File: src/rtl/hdlc_bit_stuffing_tx_framer_defines.svh
// ----------------------------------------------------------------------------
// HDLC transmit framer assertion macros
// Shared assertion helpers, clocked on clk and disabled during reset.
// ----------------------------------------------------------------------------
`ifndef HDLC_BIT_STUFFING_TX_FRAMER_DEFINES_SVH
`define HDLC_BIT_STUFFING_TX_FRAMER_DEFINES_SVH

`ifndef NO_ASSERTIONS
`define HBS_ASSERT(label, prop, msg) \
    label: assert property (@(posedge clk) disable iff (!rst_n) (prop)) else $error(msg);
`define HBS_ASSERT_NEVER(label, expr, msg) \
    `HBS_ASSERT(label, !(expr), msg)
`else
`define HBS_ASSERT(label, prop, msg)
`define HBS_ASSERT_NEVER(label, expr, msg)
`endif

`endif

File: src/rtl/hbs_pkg.sv
// ----------------------------------------------------------------------------
// HDLC transmit framer package
// Beat types, operation and register codes, reset values and the CRC step.
// ----------------------------------------------------------------------------
`timescale 1ns / 1ps

package hbs_pkg;

    localparam int LIMIT_W = 13;
    localparam int CFG_IDX_W = 2;
    localparam int CFG_DATA_W = 16;
    localparam int QDEPTH = 2;

    localparam logic [1:0] OP_START = 2'd0;
    localparam logic [1:0] OP_FLAG  = 2'd1;
    localparam logic [1:0] OP_DATA  = 2'd2;
    localparam logic [1:0] OP_END   = 2'd3;

    localparam logic [CFG_IDX_W-1:0] CFG_POLY  = 2'd0;
    localparam logic [CFG_IDX_W-1:0] CFG_START = 2'd1;
    localparam logic [CFG_IDX_W-1:0] CFG_FLAG  = 2'd2;
    localparam logic [CFG_IDX_W-1:0] CFG_LIMIT = 2'd3;

    localparam logic [15:0] RST_POLY  = 16'h8408;
    localparam logic [15:0] RST_START = 16'hFFFF;
    localparam logic [7:0]  RST_FLAG  = 8'h7E;
    localparam logic [LIMIT_W-1:0] RST_LIMIT = 13'd4096;

    localparam logic [2:0] STUFF_RUN = 3'd5;
    localparam logic [2:0] RUN_MAX   = 3'd7;

    typedef struct packed {
        logic [1:0] operation;
        logic [7:0] data_byte;
    } item_t;

    typedef struct packed {
        logic line_bit;
        logic last_in_run;
        logic frame_done;
    } sym_t;

    typedef struct packed {
        logic [15:0]        crc_polynomial;
        logic [15:0]        crc_start_value;
        logic [7:0]         flag_pattern;
        logic [LIMIT_W-1:0] bit_limit;
    } cfg_t;

    function automatic logic [15:0] crc_step(input logic [15:0] crc, input logic b,
                                             input logic [15:0] poly);
        logic [15:0] c;
        c = crc ^ {15'd0, b};
        crc_step = c[0] ? ((c >> 1) ^ poly) : (c >> 1);
    endfunction

endpackage

File: src/rtl/hdlc_bit_stuffing_tx_framer.sv
// ----------------------------------------------------------------------------
// HDLC transmit framer with CRC-16 and bit stuffing
// Turns start, flag, data and end operations into a serial line bit stream.
// ----------------------------------------------------------------------------
// Each operation beat waits in a two-entry queue and is then loaded into the
// serializer, which sends one line bit per cycle while the output is not
// stalled. A start sends no bits, a flag sends its pattern, a data byte sends
// its bits plus one stuffed zero after each run of five ones, and an end sends
// the two FCS bytes, stuffed, then a flag. Bits beyond the frame bit limit are
// dropped; an item that sends no bits produces no beat.
`timescale 1ns / 1ps

module hdlc_bit_stuffing_tx_framer #(
    parameter int MAX_FRAME_BYTES = 512
) (
    input  logic                              clk,
    input  logic                              rst_n,
    input  logic                              item_valid,
    output logic                              item_ready,
    input  hbs_pkg::item_t                     item_data,
    output logic                              sym_valid,
    input  logic                              sym_ready,
    output hbs_pkg::sym_t                      sym_data,
    input  logic                              cfg_valid,
    output logic                              cfg_ready,
    input  logic [hbs_pkg::CFG_IDX_W-1:0]      cfg_index,
    input  logic [hbs_pkg::CFG_DATA_W-1:0]     cfg_data
);
    import hbs_pkg::*;

    localparam logic [31:0] CAP_BITS = 32'(MAX_FRAME_BYTES) * 32'd8;

    logic [15:0]        poly_reg;
    logic [15:0]        start_reg;
    logic [7:0]         flag_reg;
    logic [LIMIT_W-1:0] limit_reg;
    cfg_t               cfg;
    logic               q_valid;
    logic               q_pop;
    item_t              q_item;

    assign cfg_ready = 1'b1;

    always_ff @(posedge clk or negedge rst_n)
    begin
        if (!rst_n)
        begin
            poly_reg <= RST_POLY;
            start_reg <= RST_START;
            flag_reg <= RST_FLAG;
            limit_reg <= RST_LIMIT;
        end
        else if (cfg_valid && cfg_ready)
        begin
            unique case (cfg_index)
                CFG_POLY:  poly_reg <= cfg_data;
                CFG_START: start_reg <= cfg_data;
                CFG_FLAG:  flag_reg <= cfg_data[7:0];
                CFG_LIMIT: limit_reg <= cfg_data[LIMIT_W-1:0];
                default:   poly_reg <= poly_reg;
            endcase
        end
    end

    always_comb
    begin
        cfg.crc_polynomial = poly_reg;
        cfg.crc_start_value = start_reg;
        cfg.flag_pattern = flag_reg;
        cfg.bit_limit = ({{(32 - LIMIT_W){1'b0}}, limit_reg} < CAP_BITS) ?
                        limit_reg : CAP_BITS[LIMIT_W-1:0];
    end

    hbs_front u_front (
        .clk        (clk),
        .rst_n      (rst_n),
        .item_valid (item_valid),
        .item_ready (item_ready),
        .item_data  (item_data),
        .q_valid    (q_valid),
        .q_pop      (q_pop),
        .q_item     (q_item)
    );

    hbs_back u_back (
        .clk       (clk),
        .rst_n     (rst_n),
        .cfg       (cfg),
        .q_valid   (q_valid),
        .q_item    (q_item),
        .q_pop     (q_pop),
        .sym_valid (sym_valid),
        .sym_ready (sym_ready),
        .sym_data  (sym_data)
    );

endmodule

File: src/rtl/hbs_front.sv
// ----------------------------------------------------------------------------
// HDLC transmit framer front end
// Accepts operation beats and holds them in a short queue for the serializer.
// ----------------------------------------------------------------------------
`timescale 1ns / 1ps
`include "hdlc_bit_stuffing_tx_framer_defines.svh"

module hbs_front (
    input  logic          clk,
    input  logic          rst_n,
    input  logic          item_valid,
    output logic          item_ready,
    input  hbs_pkg::item_t item_data,
    output logic          q_valid,
    input  logic          q_pop,
    output hbs_pkg::item_t q_item
);
    import hbs_pkg::*;

    localparam int PTR_W = (QDEPTH > 1) ? $clog2(QDEPTH) : 1;
    localparam int CNT_W = $clog2(QDEPTH + 1);

    item_t             mem_reg [QDEPTH];
    logic [PTR_W-1:0]  wr_ptr_reg;
    logic [PTR_W-1:0]  wr_ptr_next;
    logic [PTR_W-1:0]  rd_ptr_reg;
    logic [PTR_W-1:0]  rd_ptr_next;
    logic [CNT_W-1:0]  count_reg;
    logic [CNT_W-1:0]  count_next;
    logic              push;
    logic              pop;

    assign item_ready = (count_reg != CNT_W'(QDEPTH));
    assign push = item_valid && item_ready;
    assign pop = q_pop && q_valid;
    assign q_valid = (count_reg != '0);
    assign q_item = mem_reg[rd_ptr_reg];

    always_comb
    begin
        wr_ptr_next = wr_ptr_reg;
        rd_ptr_next = rd_ptr_reg;
        count_next = count_reg;
        if (push)
        begin
            wr_ptr_next = (wr_ptr_reg == PTR_W'(QDEPTH - 1)) ? '0 : wr_ptr_reg + PTR_W'(1);
        end
        if (pop)
        begin
            rd_ptr_next = (rd_ptr_reg == PTR_W'(QDEPTH - 1)) ? '0 : rd_ptr_reg + PTR_W'(1);
        end
        if (push && !pop)
        begin
            count_next = count_reg + CNT_W'(1);
        end
        else if (pop && !push)
        begin
            count_next = count_reg - CNT_W'(1);
        end
    end

    always_ff @(posedge clk or negedge rst_n)
    begin
        if (!rst_n)
        begin
            wr_ptr_reg <= '0;
            rd_ptr_reg <= '0;
            count_reg <= '0;
        end
        else
        begin
            wr_ptr_reg <= wr_ptr_next;
            rd_ptr_reg <= rd_ptr_next;
            count_reg <= count_next;
        end
    end

    always_ff @(posedge clk)
    begin
        if (push)
        begin
            mem_reg[wr_ptr_reg] <= item_data;
        end
    end

    `HBS_ASSERT(a_count_bound, count_reg <= CNT_W'(QDEPTH), "queue count past its depth")
    `HBS_ASSERT(a_pop_nonempty, q_pop |-> q_valid, "queue popped while empty")

endmodule

File: src/rtl/hbs_back.sv
// ----------------------------------------------------------------------------
// HDLC transmit framer serializer
// Sends one line bit per cycle unless stalled; CRC, bit stuffing, bit limit.
// ----------------------------------------------------------------------------
`timescale 1ns / 1ps
`include "hdlc_bit_stuffing_tx_framer_defines.svh"

module hbs_back (
    input  logic          clk,
    input  logic          rst_n,
    input  hbs_pkg::cfg_t  cfg,
    input  logic          q_valid,
    input  hbs_pkg::item_t q_item,
    output logic          q_pop,
    output logic          sym_valid,
    input  logic          sym_ready,
    output hbs_pkg::sym_t  sym_data
);
    import hbs_pkg::*;

    localparam logic [1:0] PH_BYTE0 = 2'd0;
    localparam logic [1:0] PH_BYTE1 = 2'd1;
    localparam logic [1:0] PH_FLAG  = 2'd2;

    logic               busy_reg, busy_next;
    logic [1:0]         op_reg, op_next;
    logic [1:0]         phase_reg, phase_next;
    logic [2:0]         idx_reg, idx_next;
    logic               stuff_reg, stuff_next;
    logic [7:0]         byte_reg, byte_next;
    logic [7:0]         fcs_hi_reg, fcs_hi_next;
    logic [15:0]        crc_reg, crc_next;
    logic [2:0]         ones_reg, ones_next;
    logic [LIMIT_W-1:0] bits_reg, bits_next;
    logic               sym_valid_reg;
    sym_t               sym_data_reg;

    logic               emit;
    logic               emit_bit;
    logic               emit_last;
    logic               byte_end;
    logic               full;
    logic               full_after;
    logic               more_bytes;
    logic               cur_bit;
    logic [2:0]         ones_inc;
    logic               out_space;
    logic               step_en;

    assign full = (bits_reg >= cfg.bit_limit);
    assign full_after = (({1'b0, bits_reg} + (LIMIT_W + 1)'(1)) >= {1'b0, cfg.bit_limit});
    assign more_bytes = (op_reg == OP_END);
    assign cur_bit = byte_reg[idx_reg];
    assign ones_inc = (ones_reg == RUN_MAX) ? RUN_MAX : ones_reg + 3'd1;
    assign out_space = !sym_valid_reg || sym_ready;
    assign step_en = !emit || out_space;

    always_comb
    begin
        busy_next = busy_reg;
        op_next = op_reg;
        phase_next = phase_reg;
        idx_next = idx_reg;
        stuff_next = stuff_reg;
        byte_next = byte_reg;
        fcs_hi_next = fcs_hi_reg;
        crc_next = crc_reg;
        ones_next = ones_reg;
        bits_next = bits_reg;
        emit = 1'b0;
        emit_bit = 1'b0;
        emit_last = 1'b0;
        byte_end = 1'b0;
        q_pop = 1'b0;
        if (!busy_reg)
        begin
            if (q_valid)
            begin
                q_pop = 1'b1;
                busy_next = 1'b1;
                op_next = q_item.operation;
                phase_next = (q_item.operation == OP_FLAG) ? PH_FLAG : PH_BYTE0;
                idx_next = 3'd0;
                stuff_next = 1'b0;
                byte_next = (q_item.operation == OP_END) ? ~crc_reg[7:0] : q_item.data_byte;
                fcs_hi_next = ~crc_reg[15:8];
            end
        end
        else if (op_reg == OP_START)
        begin
            crc_next = cfg.crc_start_value;
            ones_next = 3'd0;
            bits_next = '0;
            busy_next = 1'b0;
        end
        else if (phase_reg == PH_FLAG)
        begin
            if (full)
            begin
                busy_next = 1'b0;
            end
            else
            begin
                emit = 1'b1;
                emit_bit = cfg.flag_pattern[idx_reg];
                emit_last = full_after || (idx_reg == 3'd7);
                if (idx_reg == 3'd7)
                begin
                    busy_next = 1'b0;
                end
                else
                begin
                    idx_next = idx_reg + 3'd1;
                end
            end
        end
        else if (stuff_reg)
        begin
            if (full)
            begin
                byte_end = 1'b1;
            end
            else
            begin
                emit = 1'b1;
                emit_bit = 1'b0;
                emit_last = full_after || ((idx_reg == 3'd7) && !more_bytes);
                ones_next = 3'd0;
                stuff_next = 1'b0;
                if (idx_reg == 3'd7)
                begin
                    byte_end = 1'b1;
                end
                else
                begin
                    idx_next = idx_reg + 3'd1;
                end
            end
        end
        else
        begin
            crc_next = crc_step(crc_reg, cur_bit, cfg.crc_polynomial);
            if (full)
            begin
                byte_end = 1'b1;
            end
            else
            begin
                emit = 1'b1;
                emit_bit = cur_bit;
                if (cur_bit && (ones_inc >= STUFF_RUN))
                begin
                    ones_next = ones_inc;
                    stuff_next = 1'b1;
                    emit_last = full_after;
                end
                else
                begin
                    ones_next = cur_bit ? ones_inc : 3'd0;
                    emit_last = full_after || ((idx_reg == 3'd7) && !more_bytes);
                    if (idx_reg == 3'd7)
                    begin
                        byte_end = 1'b1;
                    end
                    else
                    begin
                        idx_next = idx_reg + 3'd1;
                    end
                end
            end
        end

        if (byte_end)
        begin
            stuff_next = 1'b0;
            idx_next = 3'd0;
            if (op_reg == OP_DATA)
            begin
                busy_next = 1'b0;
            end
            else if (phase_reg == PH_BYTE0)
            begin
                phase_next = PH_BYTE1;
                byte_next = fcs_hi_reg;
            end
            else
            begin
                phase_next = PH_FLAG;
            end
        end

        if (emit)
        begin
            bits_next = bits_reg + LIMIT_W'(1);
        end
    end

    always_ff @(posedge clk or negedge rst_n)
    begin
        if (!rst_n)
        begin
            busy_reg <= 1'b0;
            op_reg <= OP_START;
            phase_reg <= PH_BYTE0;
            idx_reg <= 3'd0;
            stuff_reg <= 1'b0;
            crc_reg <= 16'hFFFF;
            ones_reg <= 3'd0;
            bits_reg <= '0;
            sym_valid_reg <= 1'b0;
        end
        else
        begin
            if (step_en)
            begin
                busy_reg <= busy_next;
                op_reg <= op_next;
                phase_reg <= phase_next;
                idx_reg <= idx_next;
                stuff_reg <= stuff_next;
                crc_reg <= crc_next;
                ones_reg <= ones_next;
                bits_reg <= bits_next;
            end
            if (step_en && emit)
            begin
                sym_valid_reg <= 1'b1;
            end
            else if (sym_ready)
            begin
                sym_valid_reg <= 1'b0;
            end
        end
    end

    always_ff @(posedge clk)
    begin
        if (step_en)
        begin
            byte_reg <= byte_next;
            fcs_hi_reg <= fcs_hi_next;
        end
        if (step_en && emit)
        begin
            sym_data_reg.line_bit <= emit_bit;
            sym_data_reg.last_in_run <= emit_last;
            sym_data_reg.frame_done <= emit_last && (op_reg == OP_END);
        end
    end

    assign sym_valid = sym_valid_reg;
    assign sym_data = sym_data_reg;

    `HBS_ASSERT(a_stuff_after_run, stuff_reg |-> busy_reg && ones_reg >= STUFF_RUN, "stray stuff")
    `HBS_ASSERT_NEVER(a_flag_unstuffed, stuff_reg && phase_reg == PH_FLAG, "stuff during a flag")
    `HBS_ASSERT(a_no_load_when_busy, q_pop |-> !busy_reg, "queue popped while an item is in progress")

endmodule

File: config.mk
export PLATFORM = sky130hd
export DESIGN_NAME = hdlc_bit_stuffing_tx_framer
export DESIGN_NICKNAME = d
export VERILOG_FILES = /design/src/rtl/hbs_pkg.sv /design/src/rtl/hdlc_bit_stuffing_tx_framer.sv /design/src/rtl/hbs_front.sv /design/src/rtl/hbs_back.sv
export VERILOG_INCLUDE_DIRS = /design/src /design/src/rtl
export SDC_FILE = /design/constraint.sdc
export NUM_CORES = 1
export LEC_CHECK = 0
export BUFFER_PORTS_ARGS = -buffer_cell sky130_fd_sc_hd__buf_4
export CORE_UTILIZATION = 60
export DETAILED_ROUTE_END_ITERATION = 16
export PLACE_DENSITY = 0.74
export SLEW_MARGIN = 20
export SYNTH_ARGS = -nofsm -noshare
export SYNTH_HDL_FRONTEND = slang
export SYNTH_SLANG_ARGS = --single-unit
File: constraint.sdc
create_clock -name clk -period 6.4 [get_ports clk]
set_input_delay 0.32 -clock clk [delete_from_list [all_inputs] [get_ports clk]]
set_output_delay 0.32 -clock clk [all_outputs]
set_load 0.005 [all_outputs]
# After elaboration in Yosys (flattened, before gate mapping)

Memory sizes are Yosys's and may differ from the RTL's.
Cells that the tools add are included.

Bits in registers: 118
RAM bits: 20
Bits of input ports: 33
Output and inout bits: 6
Logic and storage cells: 186
Memories kept: 1

Memories:

| memory          | depth | width | rd ports | clocked after Yosys merged registers in | write ports | line            | RTL |
|---|---|---|---|---|---|---|---|
| u_front.mem_reg | 2     | 10    | 1        | 0                                       | 1           | hbs_front.sv:23 | `item_t mem_reg [QDEPTH];` |

Add/sub/neg operators: 8
Magnitude comparators: 5
Equality and inequality tests: 18
Multiplexer cells: 91
Bitwise gates (word level): 5
Reductions and logical operators: 37

Operators with widths:

| cell                                                | number |
|---|---|
| 2-to-1 mux 16 bit                                   | 4 |
| 2-to-1 mux 3 bit                                    | 18 |
| 2-to-1 mux 13 bit                                   | 4 |
| 2-to-1 mux 1 bit                                    | 49 |
| 2-to-1 mux 8 bit                                    | 6 |
| 2-to-1 mux 2 bit                                    | 8 |
| inverter 8 bit                                      | 2 |
| bitwise XOR 15 x 16 -> 16 bit                       | 1 |
| bitwise XOR 16 x 1 -> 16 bit                        | 1 |
| adder 13 x 1 -> 14 bit (second input constant)      | 1 |
| greater-or-equal comparator 14 x 13 -> 1 bit        | 1 |
| adder 13 x 1 -> 13 bit (second input constant)      | 1 |
| greater-or-equal comparator 13 bit                  | 1 |
| less-than comparator 13 bit (second input constant) | 1 |
| equality test 2 bit (second input constant)         | 6 |
| AND reduction 4 bit                                 | 3 |
| != test 5 bit (second input constant)               | 2 |
| nonzero test 2 bit                                  | 5 |
| logical AND 1 bit                                   | 8 |
| AND reduction 2 bit                                 | 4 |
| adder 3 x 1 -> 3 bit (second input constant)        | 2 |
| binary-select mux 1 bit (select 3 bit)              | 2 |
| equality test 3 bit (second input constant)         | 2 |
| logical NOT 2 bit                                   | 3 |
| 16 further kinds                                    | 29 |

# Logic depth before layout (Yosys ltp)

Word-level depth: 12
Gate-level depth with buffers: 13
Depth with buffers taken out: 12

# Cells and area by module

A second synthesis with hierarchy kept.

Cells, all modules: 631
Area, all modules: 7269.5 µm²

By module, submodules not included:

| module                      | instances | cells an instance | area each (µm²) | seq. area each (µm²) |
|---|---|---|---|---|
| hbs_back                    | 1         | 454               | 4221.5          | 1641.6 |
| hdlc_bit_stuffing_tx_framer | 1         | 128               | 2115.8          | 1358.8 |
| hbs_front                   | 1         | 49                | 932.1           | 700.7 |

# Worst setup path after synthesis

OpenSTA, ideal clock, no wires.

Kind: register -> register
Start point: register u_back.bits_reg[0]
End point: register u_back.sym_data_reg, in the netlist u_back.sym_data[0] (data pin)
Arrival: 2.838 ns
Required time: 6.135 ns
Slack: 3.297 ns
Stages on the path, launching flop included: 14
Path buffers: 1
Clock period less this slack: 3.103 ns
Cell sequence: dfrtp_1 > ha_1 > nand3_1 > or2_2 > clkbuf_1 > nor2_1 > xor2_1 > ha_1 > a21o_1 > a221oi_1 > nor2_1 > a2111oi_0 > o31a_1 > a211oi_1

Word-level cells in the longest chain between the ends: 10
Elaborated cells between the ends (all ways): 14
Classes of those cells: 1 x add/sub; 2 x order compare; 8 x mux; 3 x reduce/logical

RTL lines:

| item                                         | line                             | RTL |
|---|---|---|
| from (decl)                                  | hbs_back.sv:34                   | `logic [LIMIT_W-1:0] bits_reg, bits_next;` |
| from (signal assigned)                       | hbs_back.sv:223                  | `bits_reg <= bits_next;` |
| adder 13 x 1 -> 14 bit                       | hbs_back.sv:51                   | `assign full_after = (({1'b0, bits_reg} + (LIMIT_W + 1)'(1)) >= {1'b0, cfg.bit_limit});` |
| greater-or-equal comparator 14 x 13 -> 1 bit | hbs_back.sv:51                   |  |
| logical OR 1 bit                             | hbs_back.sv:127, hbs_back.sv:160 |  |
| 2-to-1 mux 1 bit                             | hbs_back.sv:151                  | `if (cur_bit && (ones_inc >= STUFF_RUN))` |
| 2-to-1 mux 1 bit                             | hbs_back.sv:143                  | `if (full)` |
| 2-to-1 mux 1 bit                             | hbs_back.sv:117                  | `else if (stuff_reg)` |
| 2-to-1 mux 1 bit *                           | hbs_back.sv:96                   | `else if (phase_reg == PH_FLAG)` |
| 2-to-1 mux 1 bit *                           | hbs_back.sv:89                   | `else if (op_reg == OP_START)` |
| 2-to-1 mux 1 bit *                           | hbs_back.sv:75                   | `if (!busy_reg)` |
| logical AND 1 bit *                          | hbs_back.sv:247                  | `sym_data_reg.frame_done <= emit_last && (op_reg == OP_END);` |
| to (decl)                                    | hbs_back.sv:36                   | `sym_t sym_data_reg;` |

Every way passes the cells marked *; elsewhere a longest branch is shown, timed or not.
A chain may end at the register's enable or synchronous reset.

# Final worst setup path

Start point: register u_back.bits_reg[0]
End point: register u_back.sym_data_reg, in the netlist u_back.sym_data[1] (data pin)

Word-level cells in the longest chain between the ends: 9
Elaborated cells between the ends (all ways): 13
Classes of those cells: 1 x add/sub; 2 x order compare; 8 x mux; 2 x reduce/logical

RTL lines:

| item                                         | line                             | RTL |
|---|---|---|
| adder 13 x 1 -> 14 bit                       | hbs_back.sv:51                   |  |
| greater-or-equal comparator 14 x 13 -> 1 bit | hbs_back.sv:51                   |  |
| logical OR 1 bit                             | hbs_back.sv:127, hbs_back.sv:160 |  |
| 2-to-1 mux 1 bit                             | hbs_back.sv:151                  |  |
| 2-to-1 mux 1 bit                             | hbs_back.sv:143                  |  |
| 2-to-1 mux 1 bit                             | hbs_back.sv:117                  |  |
| 2-to-1 mux 1 bit *                           | hbs_back.sv:96                   |  |
| 2-to-1 mux 1 bit *                           | hbs_back.sv:89                   |  |
| 2-to-1 mux 1 bit *                           | hbs_back.sv:75                   |  |
| net u_back.emit_last                         | hbs_back.sv:40                   | `logic emit_last;` |

Mark *: on every way through the listed nets, which the timed path passes. The rest lies on a longest branch.

==> results.md <==
Synth:
- The Yosys step of the flow raised 0 warnings.
- The area fraction in and, or, nand and nor cells after synthesis is 0.131.
- The net count of the mapped netlist is 705.
- Of the post-synthesis cell area, the dominant cell type holds 0.196.
- Counting every instance in the synthesized netlist gives 642.
- By area, the combinational part of the netlist is dominated by compound AO/OA/AOI/OAI gates.
- The cell area after synthesis is 0.00727 mm2.
- The compound-cell area share of the yosys netlist came to 0.153.
- The xor-xnor portion of the synthesized cell area is 0.0205.
- The share of synthesized registers carrying an async set or reset is 0.717.
- After synthesis, the cell types taking the most area are sky130_fd_sc_hd__dfrtp_1 (20%), sky130_fd_sc_hd__edfxtp_1 (16%), sky130_fd_sc_hd__dfstp_2 (15%).
- For this run, the register share of the synthesized area comes to 0.509.
- The average instance in the mapped netlist occupies 11.3 um2.
- The dominant synthesized flop cell is sky130_fd_sc_hd__dfrtp_1.
- Of the total synthesized cell area, the portion taken by full adders, half adders and majority gates is 0.0530.
- Counting flops and latches in the post-synthesis netlist gives 138.
- The netlist uses 65 different library cells.
- The share of cell area taken by muxes after synthesis is 0.0966.
- The number of synthesized flops with an enable pin is 39.
- The top cell type by total area after synthesis is sky130_fd_sc_hd__dfrtp_1.

STA:
- The final-report hold violation count is 0.
- The final-report max-slew violation count came to 0.
- The transition time at the pin with the least slew margin is 0.943 ns.
- The post-route worst setup slack is 2.92 ns.
- Setup violations remaining at the end of the flow were counted as 0.
- Of the available clock period, the critical path in the final layout requires 0.544.
- Setup repair after global routing left no endpoint under its margin.
- Clock skew on the completed layout was measured at 0.00710 ns.
- Measured against its own limit, the worst slew margin works out to 0.370.
- The maximum operating frequency is 287 MHz.
- The clock period minus worst slack is 3.48 ns.
- The total negative setup slack is 0 ns.

Clocking:
- At the later pin of the worst-skew pair, clock insertion delay measures 0.43 ns.
- The CTS buffer count is 17.
- The deepest clock path buffer count is 2.
- The H-tree was split into 4 levels.
- Once the clock tree was built, the setup fixing pass inserted 0 buffers.
- The number of hold buffers added after CTS was 1.
- Clock tree synthesis selected as its root buffer the cell sky130_fd_sc_hd__clkbuf_16.
- The quantity of gates resized following cts is 0.
- After clock tree synthesis, the clock-pin slew on the worst setup and hold paths is 0.06 ns.
- TritonCTS built the clock tree.
- The TritonCTS sink count is 138.

Die:
- The row count is 39.
- The die span in y is 112 um.
- The core region is 0.0116 mm2.
- For this configuration, the core starts out at a cell density of 0.626.
- The die covers 0.0126 mm2.
- Pin placement for this block handled 39 I/O pins.
- The die is 112 um wide.

Outcome:
- The flow ran to the end, but the final reports show violations.
- The final reports fail on DRC.

Routing:
- The length of the first detailed-routing pass in iterations is 11.
- The first routing iteration left 366 violations.
- The post-detailed-route DRC marker count is 1.
- After detailed routing, the number of vias per cell comes to 6.27.
- The final layout contains routed wiring with a total length of 15900 um.
- The remaining antenna violation count is 0.
- After detailed routing, the average wire length per cell comes to 19.2 um.
- Summing over every cut layer, the via total after detailed routing is 5189.

Min path:
- In this run the most critical hold path is launched from item_data[9].
- The tightest min-delay check is of the primary input to flop type.

Cells and area:
- Measured on the finished design, the core utilization comes to 0.706.
- The relative area change from synthesis to final layout is 12.8%.
- The library cells used most frequently in the layout, excluding fill and tap cells, are sky130_fd_sc_hd__nor2_1 (61), sky130_fd_sc_hd__dfrtp_1 (57), sky130_fd_sc_hd__mux2_2 (53).
- The count of inserted antenna diode cells is 0.
- Leaving out fill and tap cells, the most frequent cell in the layout is sky130_fd_sc_hd__nor2_1.
- The flip-flop count of the largest register, all copies and words added is 20.
- Of the cells placed in the final design, the portion with a size suffix greater than 1 is 0.277.
- The number of nets in the final layout is 735.

Worst setup path:
- In this run the worst path has a maximum fanout of 6.
- The critical path starts at u_back.bits_reg[0].
- The startpoint identified for the worst register-to-register timing path is u_back.bits_reg[0].
- The type of the worst setup path is flop to flop.
- The data arrival time of the worst path is 3.64 ns.
- The data required time of the worst path is 6.56 ns.
- The critical path endpoint category is a flop.
- The worst setup path is launched from a flop.

Placed design:
- The final weighted congestion in routability-driven placement is 0.928.
- The number of buffer cells added on primary ports is 37.
- Detailed placement finished with a half-perimeter wire length of 11100 um.
- The worst slack at placement is 3.01 ns.

Global route:
- The largest net degree at the start of global routing is 75.
- The first global-routing pass estimated 26500 um of wire.
- The final global-route overflow total is 0.
- For this run, the total global-route usage over all layers was measured as 0.274.
- The number of antenna violations at the first check in global routing is 0.
- The via count of the first global-routing pass is 5284.

Flow run:
- Max-cap violations in this run came to 0.

Pwr:
- The worst supply voltage drop on vdd is 278 uV.
- The static leakage power is 3.41 nW.
- The areal power density over the cells is 484 mW/mm2.
critical path, cell delays in order (launching register included):
cell and delay [ns]:
sky130_fd_sc_hd__dfrtp_1 0.41, sky130_fd_sc_hd__ha_1 0.25, sky130_fd_sc_hd__nand3_1 0.18, sky130_fd_sc_hd__or2_2 0.41, sky130_fd_sc_hd__nor2_1 0.14, sky130_fd_sc_hd__xor2_1 0.24, sky130_fd_sc_hd__ha_1 0.29, sky130_fd_sc_hd__a21o_1 0.16
sky130_fd_sc_hd__a221oi_1 0.29, sky130_fd_sc_hd__nor2_1 0.07, sky130_fd_sc_hd__a2111oi_0 0.43, sky130_fd_sc_hd__o31a_1 0.25, sky130_fd_sc_hd__a21oi_1 0.09
final cells by class:
| cell class | count | area [um2] |
|---|---|---|
| multi-input combinational | 449 | 3330 |
| tap | 143 | 179 |
| inverter | 22 | 82.6 |
| timing repair buffer | 44 | 337 |
| fill | 837 | 3420 |
| sequential | 138 | 3700 |
| clock buffer | 20 | 447 |
| clock inverter | 12 | 124 |
synth_stat cells, drive strengths merged (3+ instances only):
cell     number
nand2b        5
a32o         17
mux2i         3
o211ai        3
xor2          8
ha           30
xnor2         9
o21ai        25
and3          5
a2111oi       3
nand4        18
a211oi       21
a21o          5
nand2        49
o22ai         4
a211o         7
buf          17
o2111ai       3
nand3        23
dfrtp        57
a22o         11
clkbuf       16
nor3          8
dfstp        42
or2           3
mux2         55
a21oi        32
nor2b        14
inv          22
edfxtp       39
nor2         63
cells by family (layout without fill, tap and decap cells):
logic type,Yosys count,in the layout
compound gates,143,143
fa+ha+maj,31,31
mux,60,60
flops,138,138
xor+xnor,17,17
other cells,1,1
simple gates,197,197
buf+inv,55,98
where the power goes:
group | total, mW | internal (mW) | switching, mW | leakage [nW]
clock | 0.953 | 0.581 | 0.372 | 0.281
combinational | 1.49 | 0.617 | 0.870 | 1.61
sequential | 1.53 | 1.27 | 0.260 | 1.52
metal layers:
metal	global-route usage	up-vias	part of all wire
li1	-	2430	-
met1	0.346	2605	0.44
met2	0.463	122	0.50
met3	0.0664	32	0.040
met4	0.0978	0	0.021
met5	0	-	0
worst paths after layout:
path / slack, ns / to / cells after the start
min in group asynchronous: 0.35 / u_back.bits_reg[6] / 2
worst max-delay path: 2.92 / u_back.sym_data[1] / 12
max in group asynchronous: 4.82 / poly_reg[14] / 3
worst max register to register: 2.92 / u_back.sym_data[1] / 12
worst min-delay path: 0.08 / u_front.mem_reg[0][9] / 1
worst min register to register: 0.51 / limit_reg[1] / 1
through the flow:
step,power (mW),instances,hold slack [ns],instance area (um2)
finish,3.97,828,0.0793,8200
global route,4.20,828,0.0669,8200
CTS,3.97,828,0.0638,8200
detailed placement,3.00,795,0.257,7620
global placement,2.92,794,0.253,7600
floorplan,2.63,642,0.0244,7270
No activity file was read; power rests on OpenSTA's default activity.
